## src/design/md5_message_digest_unit_macros.svh

```systemverilog
// Assertion macros shared by the MD5 digest unit
`ifndef MD5_MESSAGE_DIGEST_UNIT_MACROS_SVH
`define MD5_MESSAGE_DIGEST_UNIT_MACROS_SVH

// Same-cycle implication, sampled on i_clk, off while in reset
`define MD5_CHECK_IMP(lbl, ante, cons) \
    lbl: assert property (@(posedge i_clk) disable iff (!i_rst_n) (ante) |-> (cons)) \
        else $error("md5 unit check failed");

// Next-cycle implication, sampled on i_clk, off while in reset
`define MD5_CHECK_NXT(lbl, ante, cons) \
    lbl: assert property (@(posedge i_clk) disable iff (!i_rst_n) (ante) |=> (cons)) \
        else $error("md5 unit check failed");

`endif

```

## src/design/md5_pkg.sv

```systemverilog
// Package: MD5 constants, round helpers and the block hand-over type
package md5_pkg;

    // Initial chaining value
    localparam logic [31:0] InitA = 32'h67452301;
    localparam logic [31:0] InitB = 32'hEFCDAB89;
    localparam logic [31:0] InitC = 32'h98BADCFE;
    localparam logic [31:0] InitD = 32'h10325476;

    localparam int BlockBytes = 64;
    localparam int BlockWords = 16;
    localparam int QueueDepth = 2;
    localparam int QueuePtrW  = (QueueDepth > 1) ? $clog2(QueueDepth) : 1;
    localparam int QueueCntW  = $clog2(QueueDepth + 1);

    localparam logic [7:0] PadByte = 8'h80;
    localparam logic [5:0] LenPos  = 6'd56;
    localparam logic [5:0] LastRnd = 6'd63;

    // Sine-derived round constants
    localparam logic [31:0] RoundK [64] = '{
        32'hd76aa478, 32'he8c7b756, 32'h242070db, 32'hc1bdceee,
        32'hf57c0faf, 32'h4787c62a, 32'ha8304613, 32'hfd469501,
        32'h698098d8, 32'h8b44f7af, 32'hffff5bb1, 32'h895cd7be,
        32'h6b901122, 32'hfd987193, 32'ha679438e, 32'h49b40821,
        32'hf61e2562, 32'hc040b340, 32'h265e5a51, 32'he9b6c7aa,
        32'hd62f105d, 32'h02441453, 32'hd8a1e681, 32'he7d3fbc8,
        32'h21e1cde6, 32'hc33707d6, 32'hf4d50d87, 32'h455a14ed,
        32'ha9e3e905, 32'hfcefa3f8, 32'h676f02d9, 32'h8d2a4c8a,
        32'hfffa3942, 32'h8771f681, 32'h6d9d6122, 32'hfde5380c,
        32'ha4beea44, 32'h4bdecfa9, 32'hf6bb4b60, 32'hbebfbc70,
        32'h289b7ec6, 32'heaa127fa, 32'hd4ef3085, 32'h04881d05,
        32'hd9d4d039, 32'he6db99e5, 32'h1fa27cf8, 32'hc4ac5665,
        32'hf4292244, 32'h432aff97, 32'hab9423a7, 32'hfc93a039,
        32'h655b59c3, 32'h8f0ccc92, 32'hffeff47d, 32'h85845dd1,
        32'h6fa87e4f, 32'hfe2ce6e0, 32'ha3014314, 32'h4e0811a1,
        32'hf7537e82, 32'hbd3af235, 32'h2ad7d2bb, 32'heb86d391
    };

    // Rotate amounts, indexed by {phase, round[1:0]}
    localparam logic [4:0] RotS [16] = '{
        5'd7, 5'd12, 5'd17, 5'd22, 5'd5, 5'd9, 5'd14, 5'd20,
        5'd4, 5'd11, 5'd16, 5'd23, 5'd6, 5'd10, 5'd15, 5'd21
    };

    // One 64-byte block on its way from the front end to the round engine
    typedef struct packed {
        logic [BlockWords-1:0][31:0] words;
        logic                        last;
    } t_blk;

    // Message word used in a given round
    function automatic logic [3:0] msg_idx(input logic [5:0] rnd);
        logic [3:0] n;
        n = rnd[3:0];
        unique case (rnd[5:4])
            2'd0: msg_idx = n;
            2'd1: msg_idx = 4'(n * 4'd5 + 4'd1);
            2'd2: msg_idx = 4'(n * 4'd3 + 4'd5);
            default: msg_idx = 4'(n * 4'd7);
        endcase
    endfunction

    // Boolean function of the round's phase
    function automatic logic [31:0] round_f(input logic [1:0] phase,
                                            input logic [31:0] b,
                                            input logic [31:0] c,
                                            input logic [31:0] d);
        unique case (phase)
            2'd0: round_f = (b & c) | (~b & d);
            2'd1: round_f = (d & b) | (~d & c);
            2'd2: round_f = b ^ c ^ d;
            default: round_f = c ^ (b | ~d);
        endcase
    endfunction

    function automatic logic [31:0] rotl32(input logic [31:0] x, input logic [4:0] s);
        logic [63:0] t;
        t = {x, x} << s;
        rotl32 = t[63:32];
    endfunction

endpackage

```

## src/design/md5_if.sv

```systemverilog
// Handshake interfaces: message byte input and digest output

interface md5_msg_if;
    logic       valid;
    logic       ready;
    logic       op;
    logic [7:0] byte_value;
    logic       byte_valid;

    modport source (output valid, op, byte_value, byte_valid, input ready);
    modport sink   (input valid, op, byte_value, byte_valid, output ready);
endinterface

interface md5_dig_if;
    logic        valid;
    logic        ready;
    logic [63:0] digest_half;
    logic        digest_last;

    modport source (output valid, digest_half, digest_last, input ready);
    modport sink   (input valid, digest_half, digest_last, output ready);
endinterface

```

## src/design/md5_message_digest_unit.sv

```systemverilog
// Top level: MD5 digest of a byte stream, front end, block queue, round engine
//
//  channel  | dir | payload                             | handshake
//  ---------+-----+-------------------------------------+------------
//  i_msg    | in  | op, byte_value[7:0], byte_valid     | valid/ready
//  o_dig    | out | digest_half[63:0], digest_last      | valid/ready
//
// Bytes go in at one per cycle while the front end takes bytes; a full block waits
// for room in the queue. The round engine loads a block, runs its 64 rounds and
// adds the chaining value before it takes the next block; two blocks may queue.
// The end item adds one or two padded blocks, then two digest items follow.
// Reset is synchronous and needs no clearing pass; either side may stall freely.
`include "md5_message_digest_unit_macros.svh"

module md5_message_digest_unit (
    input  logic        i_clk,
    input  logic        i_rst_n,
    md5_msg_if.sink     i_msg,
    md5_dig_if.source   o_dig
);

    md5_pkg::t_blk  fe_blk;
    md5_pkg::t_blk  q_blk;
    logic           q_push;
    logic           q_pop;
    logic           q_full;
    logic           q_empty;

    // Byte packing and padding
    md5_front u_front (
        .i_clk   (i_clk),
        .i_rst_n (i_rst_n),
        .i_msg   (i_msg),
        .i_full  (q_full),
        .o_push  (q_push),
        .o_blk   (fe_blk)
    );

    // Block queue
    md5_queue u_queue (
        .i_clk   (i_clk),
        .i_rst_n (i_rst_n),
        .i_push  (q_push),
        .i_blk   (fe_blk),
        .o_full  (q_full),
        .i_pop   (q_pop),
        .o_blk   (q_blk),
        .o_empty (q_empty)
    );

    // Compression rounds and digest
    md5_core u_core (
        .i_clk   (i_clk),
        .i_rst_n (i_rst_n),
        .i_blk   (q_blk),
        .i_empty (q_empty),
        .o_pop   (q_pop),
        .o_dig   (o_dig)
    );

    // Checks
    `MD5_CHECK_IMP(a_no_push_full, q_push, !q_full)
    `MD5_CHECK_IMP(a_no_pop_empty, q_pop, !q_empty)
    `MD5_CHECK_NXT(a_digest_ends, o_dig.valid && o_dig.ready && o_dig.digest_last, !o_dig.valid)

endmodule

```

## src/design/md5_front.sv

```systemverilog
// Front end: collects bytes into blocks, appends padding and length
module md5_front (
    input  logic             i_clk,
    input  logic             i_rst_n,
    md5_msg_if.sink          i_msg,
    input  logic             i_full,
    output logic             o_push,
    output md5_pkg::t_blk    o_blk
);

    typedef enum logic [1:0] {
        F_BYTES,   // taking message bytes
        F_FULL,    // full block waiting for the queue
        F_PAD,     // pad block (with length if it fits)
        F_LEN      // extra block of zeros and length
    } t_fstate;

    t_fstate                    r_state;
    logic [63:0]                r_len;
    logic                       r_end;
    logic [63:0][7:0]           r_buf;

    logic [5:0]                 pos;
    logic                       accept;
    logic                       fits;
    logic [63:0][7:0]           padded;
    logic [63:0][7:0]           lenblk;

    assign pos    = r_len[8:3];
    assign accept = i_msg.valid && i_msg.ready;
    assign fits   = (pos < md5_pkg::LenPos);

    assign i_msg.ready = (r_state == F_BYTES);

    // Pad view of the buffer: marker byte, zeros after it, length on top if it fits
    always_comb begin
        for (int i = 0; i < md5_pkg::BlockBytes; i++) begin
            if (6'(i) == pos) begin
                padded[i] = md5_pkg::PadByte;
            end else if (6'(i) > pos) begin
                padded[i] = '0;
            end else begin
                padded[i] = r_buf[i];
            end
            lenblk[i] = '0;
        end
        for (int i = 0; i < 8; i++) begin
            lenblk[56 + i] = r_len[8*i +: 8];
            if (fits) begin
                padded[56 + i] = r_len[8*i +: 8];
            end
        end
    end

    // Block offered to the queue
    always_comb begin
        o_blk.words = r_buf;
        o_blk.last  = 1'b0;
        unique case (r_state)
            F_BYTES, F_FULL: begin
                o_blk.words = r_buf;
                o_blk.last  = 1'b0;
            end
            F_PAD: begin
                o_blk.words = padded;
                o_blk.last  = fits;
            end
            F_LEN: begin
                o_blk.words = lenblk;
                o_blk.last  = 1'b1;
            end
        endcase
    end

    assign o_push = (r_state != F_BYTES) && !i_full;

    // Byte buffer
    always_ff @(posedge i_clk) begin
        if (accept && i_msg.byte_valid) begin
            r_buf[pos] <= i_msg.byte_value;
        end
    end

    // Control: fill position, length and hand-over sequence
    always_ff @(posedge i_clk) begin
        if (!i_rst_n) begin
            r_state <= F_BYTES;
            r_len   <= '0;
            r_end   <= 1'b0;
        end else begin
            unique case (r_state)
                F_BYTES: begin
                    if (accept) begin
                        r_end <= i_msg.op;
                        if (i_msg.byte_valid) begin
                            r_len <= r_len + 64'd8;
                            if (pos == md5_pkg::LastRnd) begin
                                r_state <= F_FULL;
                            end else if (i_msg.op) begin
                                r_state <= F_PAD;
                            end
                        end else if (i_msg.op) begin
                            r_state <= F_PAD;
                        end
                    end
                end
                F_FULL: begin
                    if (o_push) begin
                        r_state <= r_end ? F_PAD : F_BYTES;
                    end
                end
                F_PAD: begin
                    if (o_push) begin
                        if (fits) begin
                            r_len   <= '0;
                            r_state <= F_BYTES;
                        end else begin
                            r_state <= F_LEN;
                        end
                    end
                end
                F_LEN: begin
                    if (o_push) begin
                        r_len   <= '0;
                        r_state <= F_BYTES;
                    end
                end
            endcase
        end
    end

endmodule

```

## src/design/md5_queue.sv

```systemverilog
// Short block queue between the front end and the round engine
module md5_queue (
    input  logic                 i_clk,
    input  logic                 i_rst_n,
    input  logic                 i_push,
    input  md5_pkg::t_blk        i_blk,
    output logic                 o_full,
    input  logic                 i_pop,
    output md5_pkg::t_blk        o_blk,
    output logic                 o_empty
);

    md5_pkg::t_blk                     r_mem [md5_pkg::QueueDepth];
    logic [md5_pkg::QueuePtrW-1:0]     r_wptr;
    logic [md5_pkg::QueuePtrW-1:0]     r_rptr;
    logic [md5_pkg::QueueCntW-1:0]     r_cnt;

    assign o_full  = (r_cnt == md5_pkg::QueueCntW'(md5_pkg::QueueDepth));
    assign o_empty = (r_cnt == '0);
    assign o_blk   = r_mem[r_rptr];

    // Entry storage
    always_ff @(posedge i_clk) begin
        if (i_push) begin
            r_mem[r_wptr] <= i_blk;
        end
    end

    // Pointers and fill count
    always_ff @(posedge i_clk) begin
        if (!i_rst_n) begin
            r_wptr <= '0;
            r_rptr <= '0;
            r_cnt  <= '0;
        end else begin
            if (i_push) begin
                r_wptr <= (r_wptr == md5_pkg::QueuePtrW'(md5_pkg::QueueDepth - 1))
                          ? '0 : r_wptr + 1'b1;
            end
            if (i_pop) begin
                r_rptr <= (r_rptr == md5_pkg::QueuePtrW'(md5_pkg::QueueDepth - 1))
                          ? '0 : r_rptr + 1'b1;
            end
            if (i_push && !i_pop) begin
                r_cnt <= r_cnt + 1'b1;
            end else if (i_pop && !i_push) begin
                r_cnt <= r_cnt - 1'b1;
            end
        end
    end

endmodule

```

## src/design/md5_core.sv

```systemverilog
// Round engine: one MD5 round per cycle, chaining value and digest output
module md5_core (
    input  logic             i_clk,
    input  logic             i_rst_n,
    input  md5_pkg::t_blk    i_blk,
    input  logic             i_empty,
    output logic             o_pop,
    md5_dig_if.source        o_dig
);

    typedef enum logic [2:0] {
        C_IDLE,
        C_RUN,
        C_SUM,
        C_OUT0,
        C_OUT1
    } t_cstate;

    t_cstate                 r_state;
    logic [3:0][31:0]        r_h;
    logic [31:0]             r_a, r_b, r_c, r_d;
    logic [15:0][31:0]       r_w;
    logic [31:0]             r_kw;
    logic [5:0]              r_rnd;
    logic                    r_last;

    logic [5:0]              rnd_nx;
    logic [31:0]             fval;
    logic [31:0]             xsum;
    logic [31:0]             b_nx;

    function automatic logic [31:0] bswap(input logic [31:0] v);
        bswap = {v[7:0], v[15:8], v[23:16], v[31:24]};
    endfunction

    assign o_pop  = (r_state == C_IDLE) && !i_empty;
    assign rnd_nx = r_rnd + 6'd1;
    assign fval   = md5_pkg::round_f(r_rnd[5:4], r_b, r_c, r_d);
    assign xsum   = r_a + fval + r_kw;
    assign b_nx   = r_b + md5_pkg::rotl32(xsum, md5_pkg::RotS[{r_rnd[5:4], r_rnd[1:0]}]);

    // Digest halves, first byte on top
    assign o_dig.valid       = (r_state == C_OUT0) || (r_state == C_OUT1);
    assign o_dig.digest_last = (r_state == C_OUT1);
    assign o_dig.digest_half = (r_state == C_OUT1) ? {bswap(r_h[2]), bswap(r_h[3])}
                                                   : {bswap(r_h[0]), bswap(r_h[1])};

    // Round datapath; constant plus message word is registered for the coming round
    always_ff @(posedge i_clk) begin
        if (o_pop) begin
            r_w    <= i_blk.words;
            r_last <= i_blk.last;
            r_kw   <= md5_pkg::RoundK[0] + i_blk.words[0];
            r_a    <= r_h[0];
            r_b    <= r_h[1];
            r_c    <= r_h[2];
            r_d    <= r_h[3];
        end else if (r_state == C_RUN) begin
            r_a  <= r_d;
            r_d  <= r_c;
            r_c  <= r_b;
            r_b  <= b_nx;
            r_kw <= md5_pkg::RoundK[rnd_nx] + r_w[md5_pkg::msg_idx(rnd_nx)];
        end
    end

    // Sequencer and chaining value
    always_ff @(posedge i_clk) begin
        if (!i_rst_n) begin
            r_state <= C_IDLE;
            r_rnd   <= '0;
            r_h     <= {md5_pkg::InitD, md5_pkg::InitC, md5_pkg::InitB, md5_pkg::InitA};
        end else begin
            unique case (r_state)
                C_IDLE: begin
                    if (o_pop) begin
                        r_rnd   <= '0;
                        r_state <= C_RUN;
                    end
                end
                C_RUN: begin
                    r_rnd <= rnd_nx;
                    if (r_rnd == md5_pkg::LastRnd) begin
                        r_state <= C_SUM;
                    end
                end
                C_SUM: begin
                    r_h[0]  <= r_h[0] + r_a;
                    r_h[1]  <= r_h[1] + r_b;
                    r_h[2]  <= r_h[2] + r_c;
                    r_h[3]  <= r_h[3] + r_d;
                    r_state <= r_last ? C_OUT0 : C_IDLE;
                end
                C_OUT0: begin
                    if (o_dig.ready) begin
                        r_state <= C_OUT1;
                    end
                end
                C_OUT1: begin
                    if (o_dig.ready) begin
                        r_h     <= {md5_pkg::InitD, md5_pkg::InitC,
                                    md5_pkg::InitB, md5_pkg::InitA};
                        r_state <= C_IDLE;
                    end
                end
                default: r_state <= C_IDLE;
            endcase
        end
    end

endmodule
```

## src/flat_wrapper.sv

```systemverilog
// flat-port wrapper written by rule: the top's interface ports become plain ports
module md5_message_digest_unit_flat 
  (i_clk, i_rst_n, i_msg_valid, i_msg_op, i_msg_byte_value, i_msg_byte_valid, i_msg_ready, o_dig_valid, o_dig_digest_half, o_dig_digest_last, o_dig_ready);
  md5_msg_if i_msg_i ();
  md5_dig_if o_dig_i ();
  input  logic i_clk;
  input  logic i_rst_n;
  input wire logic [$bits(i_msg_i.valid)-1:0] i_msg_valid;
  input wire logic [$bits(i_msg_i.op)-1:0] i_msg_op;
  input wire logic [$bits(i_msg_i.byte_value)-1:0] i_msg_byte_value;
  input wire logic [$bits(i_msg_i.byte_valid)-1:0] i_msg_byte_valid;
  output wire logic [$bits(i_msg_i.ready)-1:0] i_msg_ready;
  output wire logic [$bits(o_dig_i.valid)-1:0] o_dig_valid;
  output wire logic [$bits(o_dig_i.digest_half)-1:0] o_dig_digest_half;
  output wire logic [$bits(o_dig_i.digest_last)-1:0] o_dig_digest_last;
  input wire logic [$bits(o_dig_i.ready)-1:0] o_dig_ready;
  assign i_msg_i.valid = i_msg_valid;
  assign i_msg_i.op = i_msg_op;
  assign i_msg_i.byte_value = i_msg_byte_value;
  assign i_msg_i.byte_valid = i_msg_byte_valid;
  assign i_msg_ready = i_msg_i.ready;
  assign o_dig_valid = o_dig_i.valid;
  assign o_dig_digest_half = o_dig_i.digest_half;
  assign o_dig_digest_last = o_dig_i.digest_last;
  assign o_dig_i.ready = o_dig_ready;
  md5_message_digest_unit u_core (.i_clk(i_clk), .i_rst_n(i_rst_n), .i_msg(i_msg_i), .o_dig(o_dig_i));
endmodule
```

## config.mk

```make
export PLATFORM = sky130hd
export DESIGN_NAME = md5_message_digest_unit_flat
export DESIGN_NICKNAME = d
export VERILOG_FILES = /design/src/design/md5_pkg.sv /design/src/design/md5_if.sv /design/src/design/md5_message_digest_unit.sv /design/src/design/md5_front.sv /design/src/design/md5_queue.sv /design/src/design/md5_core.sv /design/src/flat_wrapper.sv
export VERILOG_INCLUDE_DIRS = /design/src /design/src/design
export SDC_FILE = /design/constraint.sdc
export NUM_CORES = 2
export LEC_CHECK = 0
export BUFFER_PORTS_ARGS = -buffer_cell sky130_fd_sc_hd__buf_2
export CORE_MARGIN = 3
export CORE_UTILIZATION = 50
export DETAILED_ROUTE_END_ITERATION = 12
export PLACE_DENSITY = 0.68
export SLEW_MARGIN = 5
export SYNTH_ARGS = -nofsm -noshare
export SYNTH_HDL_FRONTEND = slang
export SYNTH_SLANG_ARGS = --single-unit
```

## constraint.sdc

```tcl
create_clock -name i_clk -period 34.3 [get_ports i_clk]
set_input_delay 1.715 -clock i_clk [delete_from_list [all_inputs] [get_ports i_clk]]
set_output_delay 1.715 -clock i_clk [all_outputs]
set_load 0.005 [all_outputs]
```

* After elaboration in Yosys (flattened, before gate mapping) *
Memories as Yosys holds them, arrays and structs flattened. A register that Yosys moved wholly into a read port is not among the register bits.
Cells that the tools add are included.

word-level totals
  output and inout bits = 67
  bits of input ports = 14
  bits in writable memories = 1026
  logic and storage cells = 519
  ROM bits = 2128
  memories = 3
  register bits = 1393

memory list
  name                  words  bits a word  read ports  clocked after Yosys merged registers in  write ports  line             source
  (name not given)      64     32           1           0                                        0            md5_core.sv:63   r_kw <= md5_pkg::RoundK[rnd_nx] + r_w[md5_pkg::msg_idx(rnd_nx)];
  u_core.u_queue.r_mem  2      513          1           1                                        1            md5_queue.sv:13  md5_pkg::t_blk r_mem [md5_pkg::QueueDepth];
  (name not given)      16     5            1           0                                        0            md5_core.sv:40   assign b_nx = r_b + md5_pkg::rotl32(xsum, md5_pkg::RotS[{r_rnd[5:4], r_rnd[1:0]}]);

operators by class
  multiplexer cells = 195
  add/sub/neg operators = 17
  $lt $le $gt $ge = 70
  multiply operators = 3
  reduce and logical (&&, ||, !) cells = 31
  shift operators = 1
  equal/unequal tests = 87
  bitwise gates (word level) = 14

operator list
  cell                     number
  $pmux W513 S3            1
  $mux W8                  137
  $bwmux W512              1
  $mux W32                 13
  $mux W64                 6
  $add A32 B32 Y32         8
  $pmux W128 S2            1
  $eq A6 B6 Y1 const A     32
  $gt A6 B6 Y1 const A     32
  $pmux W64 S3             1
  $and A32 B32 Y32         4
  $bmux W32 S4             1
  $mux W128                1
  $eq A5 B6 Y1 const A     16
  $gt A5 B6 Y1 const A     16
  $or A32 B32 Y32          3
  $pmux W32 S3             1
  $xor A32 B32 Y32         3
  $add A64 B4 Y64 const B  1
  $not A32 Y32             2
  $shl A64 B5 Y64          1
  $demux W8 S6             1
  $eq A4 B6 Y1 const A     8
  $gt A4 B6 Y1 const A     8
  53 further kinds         120

* Longest topological paths before layout *
  depth in word-level cells = 11
  gate-level depth with buffers = 37
  mapped depth without buffers = 34

* Modules after synthesis *
From an unflattened synthesis, not the netlist that was laid out.

unflattened totals
  cell total of the unflattened synthesis = 8491
  area total of the unflattened synthesis = 112253.9 um^2

by module, submodules not included
  module     cells each  instances  area an instance (um^2)  sequential area each (um^2)
  md5_core   5022        1          50786.2                  22952.0
  md5_queue  1618        1          37419.6                  30909.6
  md5_front  1851        1          24048.1                  16656.0

* Least setup slack after synthesis *
No wires, ideal clock.

  path type = flip-flop to flip-flop
  from = register u_core.u_front.r_state[0]
  to = register u_core.u_queue.r_wptr
  data arrival time = 37.470 ns
  cell stages (with the launch flop) = 5
  period minus slack after synthesis = 37.654 ns
  slack = -3.354 ns
  path through = dfxtp_1 -> clkbuf_1 -> nor2_1 -> nor3_1 -> o21a_1

on the way
  cells in the longest elaborated chain, start to end = 2

RTL lines
  element                   line              source
  start: declaration        md5_front.sv:18   t_fstate r_state;
  start signal: assignment  md5_front.sv:109  r_state <= r_end ? F_PAD : F_BYTES;
  $reduce_bool A2 Y1        md5_front.sv:75   assign o_push = (r_state != F_BYTES) && !i_full;
  $logic_and A1 B1 Y1       md5_front.sv:75
  end signal: assignment    md5_queue.sv:37   r_wptr <= (r_wptr == md5_pkg::QueuePtrW'(md5_pkg::QueueDepth - 1))
  end: declaration          md5_queue.sv:14   logic [md5_pkg::QueuePtrW-1:0] r_wptr;

No other way between the ends.
A chain may end at the register's enable or synchronous reset.

* Worst setup path after layout *
  from = register u_core.u_core.r_rnd[4]
  to = register u_core.u_core.r_b[31] (data pin)

on the way
  cells in the longest elaborated chain, start to end = 8

RTL lines
  element                                                           line                            source
  start: declaration                                                md5_core.sv:24                  logic [5:0] r_rnd;
  start signal: assignment                                          md5_core.sv:82                  r_rnd <= rnd_nx;
  $eq A2 B2 Y1 (tied with other cells)                              md5_pkg.sv:69                   unique case (phase)
  $pmux W32 S3 / $mem_v2 Z16 W5 (equally long branches)             -
  $add A32 B32 Y32 / $mux W5 (equally long branches) (2 in series)  md5_core.sv:39, md5_core.sv:40
  $shl A64 B5 Y64 (*)                                               md5_pkg.sv:79                   t = {x, x} << s;
  $add A32 B32 Y32 (*)                                              md5_core.sv:40
  $mux W32 (*)                                                      md5_core.sv:58                  end else if (r_state == C_RUN) begin
  $mux W32 (*)                                                      md5_core.sv:50                  if (o_pop) begin
  end signal: assignment                                            md5_core.sv:55                  r_b <= r_h[1];
  end signal: assignment                                            md5_core.sv:62                  r_b <= b_nx;
  end: declaration                                                  md5_core.sv:21                  logic [31:0] r_a, r_b, r_c, r_d;

Every way passes the cells marked *; elsewhere a longest branch is shown, timed or not. The select of a mux whose other input is x is not followed.

==> metrics.txt <==
status=completed; Initial Util=slightly above 50%; residual DRC count=0; CTS max path bufs=3; Multi-input gate area=0.03927 mm^2; dpl cells=11.28k; setup ws final=between 20 and 25 ns; Synth cell types=111; Vias/cell=around 6.1; CP Capture Type=flip-flop; hpwl dp=206.9 mm; Resized Gates After CTS=0; H-tree lvl count=4; Yosys warning total=0; largest net degree at the start of global routing=160; port bufs=80; Post-Route Skew=0.1684 ns; Cell Pwr Density=112.3 mW/mm^2; IO Count=81; first-pass GRT wire length=462.4 mm; crit-path max FO=109; area post-placement=roughly 0.12 mm^2; Placer Congestion=between 0.9 and 1; final net count=8,859; Die Wd=478.5 um; critical path type=flip-flop to flip-flop; Final Cell Area=0.1236 mm^2; GRT Total Usage=27.02%; Sequential Area=0.07053 mm^2; endpoints failing setup=0; Psw=5764 uW; sequential-to-total area share from yosys stat=~63%; Final Hold Viols=0; CTS Hold Bufs=0; TritonCTS Buffers=240; Fmax achieved=between 90 and 100 MHz; Synth-to-Final Area Change=10.74%; final antenna-violating net count=0; Final min period=between 10 and 15 ns; largest stage delay on the critical path=0.86 ns; internal power=approximately 8000 uW; initial antenna violation count=12; CTS tree=built; Die H=478.5 um; Slew HR=between 10% and 20%; Syn Inst Count=8,489; Pleak=0.04312 uW; syn_nets=8,788; Clock power frac=between 10% and 20%; worst-margin pin slew=approximately 1.3 ns; GRT overflow=0; Cell Area, Synth=0.1116 mm^2; peak supply drop=0.1519 mV; WP data arrival=10.93 ns; Pre-antenna DRT Iters=6; fraction of registers with async set or reset after synthesis=0%; Post-synth EDFFs=approximately 2.2k; via count=71.70k; Worst setup SP type=flip-flop; combinational power share=50.1%; Core Box Area=0.2208 mm^2; Final Max Tran Viols=0; Fin Setup TNS=0 ns; HP Class=flip-flop to flip-flop; Clk Latency, worst-skew pair=0.95 ns; std cell rows=172; Post-synth top flop=edfxtp_1; layout cells sized above 1=15.38%; Flop pwr share=a little under a third; Max-cap violations=0; #FFs+latches synth=2,417; final cell count without fillers=11.73k; CP most frequent cell=o21ai_0; wire per inst=26.91 um; CTS sink cnt=~2.4k; root buffer cell=clkbuf_16; number of post-CTS setup repair buffers=0; RSZ-0062 raised after global routing=no; routed wire length=315.7 mm; drt initial violations=8,290; Die ar.=approximately 0.23 mm^2; Data required, critical path=around 35 ns; slowest CP cell=buf_4; pre-CTS setup slack=between 20 and 25 ns; vias in the first global route=69.41k; syn_area_per_cell=13.15 um^2; Final period util=between 30% and 40%; Net Sw Frac=41.54%; Worst-path clk slew=0.07 ns; Fill cells=roughly 18k
[cell type report]
type	instances	share of cell area, %
antenna	4	0.008098
clock buffer	319	5.319
clock inverter	133	1.125
inverter	117	0.3614
multi-input combinational	5544	31.77
sequential	2417	57.06
tap	2958	2.994
timing repair buffer	240	1.362
[worst paths after layout]
path / cells after the start / endpoint / from / slack, ns
worst max-delay path: 32 / u_core.u_core.r_b[31] / u_core.u_core.r_rnd[4] / 24.00
worst min-delay path: 1 / u_core.u_core.r_w[492] / u_core.u_queue.r_mem[0][493] / 0.46
worst max register to register: 32 / u_core.u_core.r_b[31] / u_core.u_core.r_rnd[4] / 24.00
worst min register to register: 1 / u_core.u_core.r_w[492] / u_core.u_queue.r_mem[0][493] / 0.46
[power groups by stage]
stage	Combinational [uW]	Clock [uW]	Sequential (uW)
CTS	6900	2660	4300
global route	7600	2770	4340
detailed placement	6850	0	4360
global placement	6800	0	4340
finish	6950	2620	4310
floorplan	4940	0	4460
[synth_stat cells, types with 17 or more instances]
cell / count / area share [%]
a21oi_1: 483 / 2.2
a211oi_1: 64 / 0.43
o2bb2ai_1: 19 / 0.15
nor2b_1: 168 / 0.94
and3_1: 37 / 0.21
a32oi_1: 18 / 0.14
nand2_1: 1057 / 3.6
nor3b_1: 41 / 0.28
a21boi_0: 22 / 0.15
nor3_1: 142 / 0.64
mux4_2: 134 / 2.7
o21ai_1: 17 / 0.076
o31ai_1: 26 / 0.17
a32o_1: 19 / 0.17
clkbuf_1: 316 / 1.1
a311oi_1: 20 / 0.16
ha_1: 243 / 2.7
dfxtp_1: 206 / 3.7
a22oi_1: 47 / 0.32
nand2b_1: 28 / 0.16
o21ai_0: 383 / 1.7
o22ai_1: 66 / 0.37
o21bai_1: 26 / 0.17
a21o_1: 112 / 0.75
a22o_1: 45 / 0.35
buf_2: 46 / 0.21
xor2_1: 147 / 1.2
mux2i_1: 108 / 0.97
a31oi_1: 78 / 0.44
buf_1: 43 / 0.14
nand4_1: 17 / 0.095
inv_1: 108 / 0.36
o211ai_1: 39 / 0.26
fa_1: 42 / 0.75
or3_1: 50 / 0.28
edfxtp_1: 2211 / 59
and2_1: 372 / 2.1
mux2_2: 515 / 5.2
o21a_1: 46 / 0.31
nor2_1: 439 / 1.5
xnor2_1: 149 / 1.2
nand3_1: 111 / 0.50
[routing by layer]
layer	global-route usage [%]	vias to the layer above	share of wire, %
li1	-	32040	-
met1	37.70	36020	42
met2	43.01	3092	47
met3	4.431	547	7.5
met4	9.630	0	3.6
met5	0	-	0
[state kept, by name (all words and copies together) (netlist names), 3 cells and up, named ones only]
name,cells
u_core.u_core.r_h,128
u_core.u_core.r_w,512
u_core.u_queue.r_mem,1026
u_core.u_front.r_buf,512
u_core.u_core.r_a,32
u_core.u_core.r_c,32
u_core.u_core.r_state,3
u_core.u_front.r_len,61
u_core.u_core.r_b,32
u_core.u_core.r_d,32
u_core.u_core.r_kw,32
u_core.u_core.r_rnd,6
[cell usage in the layout, fill, tap and decap left out, types with 37 or more instances in the layout]
master        n
or3_1        50
mux2i_1     108
and2_1      371
o21a_1       46
buf_4       163
nand2_1    1054
o211ai_1     39
mux2_2      515
clkbuf_16   242
xor2_1      145
clkinv_2     38
clkinv_1     45
o22ai_1      66
a211oi_1     64
a31oi_1      77
a22oi_1      47
inv_1       105
and3_1       37
clkbuf_1     54
nor3b_1      41
a21oi_1     482
a22o_1       45
buf_2        72
nor2b_1     168
ha_1        242
nor2_1      430
nand3_1     111
mux4_2      134
fa_1         42
o21ai_0     368
edfxtp_1   2211
xnor2_1     143
dfxtp_1     201
nor3_1      140
a21o_1      112
[critical path: cells and delay by family, from the launching register on]
kind | cells | cell delay (ns)
AOI/OAI and AO/OA | 19 | 5.19
buffers and inverters | 2 | 1.47
xor gates and xnor gates | 3 | 0.54
and+or+nand+nor | 3 | 0.55
adders and majority gates | 3 | 1.21
muxes | 2 | 0.55
DFF | 1 | 0.51
[metrics by stage]
stage | total power (uW) | hold slack (ns) | util, %
after floorplan | 9404 | 0.4439 | -
after global placement | 11130 | 0.4515 | 52.37
after detailed placement | 11210 | 0.4670 | 52.37
after CTS | 13860 | 0.4526 | 55.98
after global routing | 14710 | 0.4747 | 55.98
final | 13880 | 0.4595 | 55.98
[cell families after synthesis]
kind of cell               synth area share, %
DFF                                      63.18
muxes                                    8.906
and+or+nand+nor                          10.71
xor gates and xnor gates                 2.372
AOI/OAI and AO/OA                        9.496
buffers and inverters                    1.852
adders and majority gates                3.486
Note: power is estimated with default switching activity, not from simulation.
